$ cat config.mk
export PLATFORM = sky130hd
export DESIGN_NAME = snm3_hash
export DESIGN_NICKNAME = d
export VERILOG_FILES = /design/src/hw/rtl/snm3_pkg.sv /design/src/hw/rtl/snm3_hash.sv
export SDC_FILE = /design/constraint.sdc
export NUM_CORES = 2
export LEC_CHECK = 0
export BUFFER_PORTS_ARGS = -buffer_cell sky130_fd_sc_hd__buf_2
export CORE_AREA = 2 2 392 394
export CTS_CLUSTER_DIAMETER = 150
export DETAILED_ROUTE_END_ITERATION = 12
export DIE_AREA = 0 0 394 396
export HOLD_SLACK_MARGIN = 0.08
export PLACE_DENSITY_LB_ADDON = 0.15
export SETUP_SLACK_MARGIN = 0.05
export SLEW_MARGIN = 20
export SYNTH_ARGS = -nofsm -noshare
export SYNTH_HDL_FRONTEND = slang
export SYNTH_SLANG_ARGS = --single-unit
$ cat constraint.sdc
create_clock -name clock -period 8.28 [get_ports clock]
set_input_delay 0.414 -clock clock [delete_from_list [all_inputs] [get_ports clock]]
set_output_delay 0.414 -clock clock [all_outputs]
set_load 0.01 [all_outputs]
$ cat src/hw/rtl/snm3_pkg.sv
// Shared types and constants for the 3D hashed simplex noise pipeline.
package snm3_pkg;

   typedef logic [31:0] word_type;
   typedef logic [2:0]  gsel_type;

   localparam int NUM_AXES    = 3;
   localparam int NUM_CORNERS = 4;
   localparam int HASH_DEPTH  = 7;

   localparam word_type LCG_MUL = 32'd1664525;
   localparam word_type LCG_ADD = 32'd1013904223;

   // Floor division by three: offset to non-negative, then (u * RECIP3) >> 33.
   localparam word_type RECIP3    = 32'hAAAA_AAAB;
   localparam word_type DIV3_BIAS = 32'h1800_0000;
   localparam word_type DIV3_BASE = 32'h0800_0000;

   // Floor division by nine of a 20-bit value: (x * RECIP9) >> 23.
   localparam logic [19:0] RECIP9 = 20'd932068;

   // Final scaling: floor division by 1125 of a 27-bit value: (u * RECIP1125) >> 37.
   localparam logic [26:0] RECIP1125 = 27'd122167959;
   localparam int          SAT_BIAS  = 36864000;
   localparam int          HALF_DIV  = 1125;

endpackage

$ cat src/hw/rtl/snm3_hash.sv
// Pipelined LCG-plus-mix hash of one corner, seven register stages.
module snm3_hash (
   input  logic                clock,
   input  logic                en,
   input  snm3_pkg::word_type  hw_in [3],
   output snm3_pkg::gsel_type  sel   [3]
);
   import snm3_pkg::*;

   word_type hs_ff [HASH_DEPTH][NUM_AXES];

   // Stage zero is the LCG; each later stage updates one word by the product of the
   // other two, in the order a, b, c, a, b, c.
   always_ff @(posedge clock) begin
      if (en) begin
         for (int i = 0; i < NUM_AXES; i++) begin
            hs_ff[0][i] <= hw_in[i] * LCG_MUL + LCG_ADD;
         end
         for (int s = 1; s < HASH_DEPTH; s++) begin
            for (int i = 0; i < NUM_AXES; i++) begin
               if (i == ((s - 1) % NUM_AXES)) begin
                  hs_ff[s][i] <= hs_ff[s-1][i]
                     + hs_ff[s-1][(i + 1) % NUM_AXES] * hs_ff[s-1][(i + 2) % NUM_AXES];
               end else begin
                  hs_ff[s][i] <= hs_ff[s-1][i];
               end
            end
         end
      end
   end

   // Bits 3, 2 and 1 of the word shifted down by sixteen.
   always_comb begin
      for (int i = 0; i < NUM_AXES; i++) begin
         sel[i] = hs_ff[HASH_DEPTH-1][i][19:17];
      end
   end

endmodule

==> run metrics <==
syn avg cell area=10.3 um2; commonest non-fill, non-tap cell in the layout=inv_1; Net count, final=between 7000 and 8000; outcome=finished, final reports clean; Final period util=a little under nine tenths; post_cts resized=0; relative slew slack=between 20% and 30%; max reg flops=369; Slew @ Worst Pin=~1.1 ns; Top reg by flops=hs_ff; worst path required time=8.66 ns; Seq/Total Area, Yosys=between 10% and 20%; die height=about 400 um; DRC viols=0; Cells after Synth=5839; synth warn=0; Ports=between 100 and 150; Starting Density=about two fifths; #FFs+latches synth=369; core area=0.152 mm2; HPWL Detailed=118000 um; CTS tree=done; WL final=about 150000 um; RSZ-0062 raised after global routing=no; ANT nets after route=0; arrival time worst endpoint=between 7 and 8 ns; Port Buffers=70; CTS H-tree lvls=2; Synth async-reset ratio=0%; share of layout cells above drive strength 1=3.23%; Total Neg Setup Slack=0 ns; most frequent cells in the layout=inv_1, fa_1, and2_1, ha_1, nand2_1; clock-pin slew on the worst setup and hold paths=0.07 ns; CP Max Fanout=20; number of global-route vias before repair=just over 40000; DRT Pass-1 Iters=7; cts-stage hold buffer count=0; GRT Total Usage=a little under 20%; CP Launch Type=flip-flop; Synth cell types=54; clock root cell=clkbuf_16; global-route wire length before repair=237000 um; Post-Synthesis Cell Area=0.0604 mm2; Area growth syn-to-layout=6.99%; fin crit period=around 7.1 ns; worst skew pair latency=around 0.64 ns; CTS Buf Count=approximately 50; skew final=0.0339 ns; largest net degree at the start of global routing=~130; Final Hold Viols=0; Syn Nets=just under 8000; CTS Sinks=roughly 370; die width=between 300 and 400 um; Critical Path End Type=flip-flop; number of flops mapped to enable cells by yosys=between 300 and 400; Die Area=0.156 mm2; drt initial violations=approximately 1900; routability cong.=about 0.84; Via density=4.79; Main synth FF type=edfxtp_1; WL/cell=about 19 um; GRT Residual Overflow=0; buffer count from post-CTS setup fixing=0; fin. max-slew vios=0; biggest regs=hs_ff x369; clock buffer depth=3; initial antenna violation count=2; Final setup viols=0; FILL cells=~15000; Max Cap Viol=0; Hold Crit Class=in -> reg; crit path kind=reg -> reg; row cnt=approximately 140; fmax=roughly 140 MHz; Vias=~38000
per-stage QoR:
step                instance area (um2)  hold WS [ns]  utilization (%)  worst slack [ns]  instances
floorplan                         60400         0.424                -              1.82       5839
finish                            64600         0.313             42.6              1.15       7908
detailed placement                62900         0.433             41.5              1.13       7816
global placement                  62900         0.437             41.5              1.18       7816
CTS                               64600         0.282             42.6              1.12       7906
global route                      64600         0.341             42.6             0.733       7906
final cells by class:
cell class              instances  area [um2]  share of cell area (%)
diodes                          2        5.00                 0.00775
clock buffers                  52        1240                    1.92
clock inverters                38         434                   0.672
inverters                    1371        5150                    7.97
multi-input cells            3951       43600                    67.5
flip-flops and latches        369       11100                    17.2
well taps                    2030        2540                    3.93
repair buffers                 95         561                   0.868
cell usage after synthesis (6+ instances only):
master,number,area [um2]
ha_1,734,9180
nand2_1,529,1990
nand4_1,7,43.8
a211oi_1,13,97.6
a21o_1,40,300
o21ai_0,54,270
nor2b_1,9,56.3
edfxtp_1,369,11100
fa_1,1067,21400
a21oi_1,73,365
nor3_1,13,65.1
o2111ai_1,6,52.6
clkbuf_1,148,556
xnor2_1,328,2870
nand3_1,10,50.1
inv_1,1371,5150
nor2_1,77,289
a31oi_1,19,119
o21a_1,23,173
nand2b_1,16,100
and2_1,773,4840
xor2_1,86,753
o21bai_1,10,75.1
cell families (layout without fill, tap and decap cells):
| logic type | after synthesis | after routing | share of synthesized area (%) |
|---|---|---|---|
| simple gates | 1454 | 1454 | 12.5 |
| buf+inv | 1519 | 1556 | 9.44 |
| fa+ha+maj | 1801 | 1801 | 50.6 |
| mux | 4 | 4 | 0.0663 |
| compound gates | 278 | 278 | 3.04 |
| xor+xnor | 414 | 414 | 6.00 |
| flops | 369 | 369 | 18.3 |
| other cells | 0 | 2 | 0 |
per-layer routing:
metal  track usage [%]  vias up  share of wire [%]  wire length [um]
li1                  -    17600                  -                 -
met1              26.0    19400                 45             65800
met2              34.2      656                 49             72400
met3              1.88      178                3.5              5170
met4              4.96        0                2.7              3910
met5                 0        -                  0                 0
worst paths after layout:
kind	cells past startpoint	start	slack [ns]	to
worst max-delay path	22	hs_ff[5][32]	1.15	hs_ff[6][19]
worst min-delay path	2	hw_in[32]	0.31	hs_ff[0][32]
worst min register to register	0	hs_ff[2][64]	0.42	hs_ff[3][64]
worst max register to register	22	hs_ff[5][32]	1.15	hs_ff[6][19]
critical path, stage by stage, from the launching register on:
cell      delay [ns]
edfxtp_1        0.79
nand2_1         0.16
fa_1            0.52
fa_1            0.54
inv_1           0.05
fa_1            0.48
inv_1           0.08
fa_1            0.54
inv_1           0.05
fa_1            0.45
ha_1            0.30
fa_1            0.49
inv_1           0.05
fa_1            0.49
inv_1           0.05
ha_1            0.29
a2111o_1        0.42
a21oi_1         0.19
o211ai_1        0.16
a31oi_1         0.46
nor2b_1         0.09
nor2_1          0.14
xnor2_1         0.07
Power is left out: the tool's default activity adds up to more than one toggle a clock period on the data nets, which glitch-free logic cannot reach.
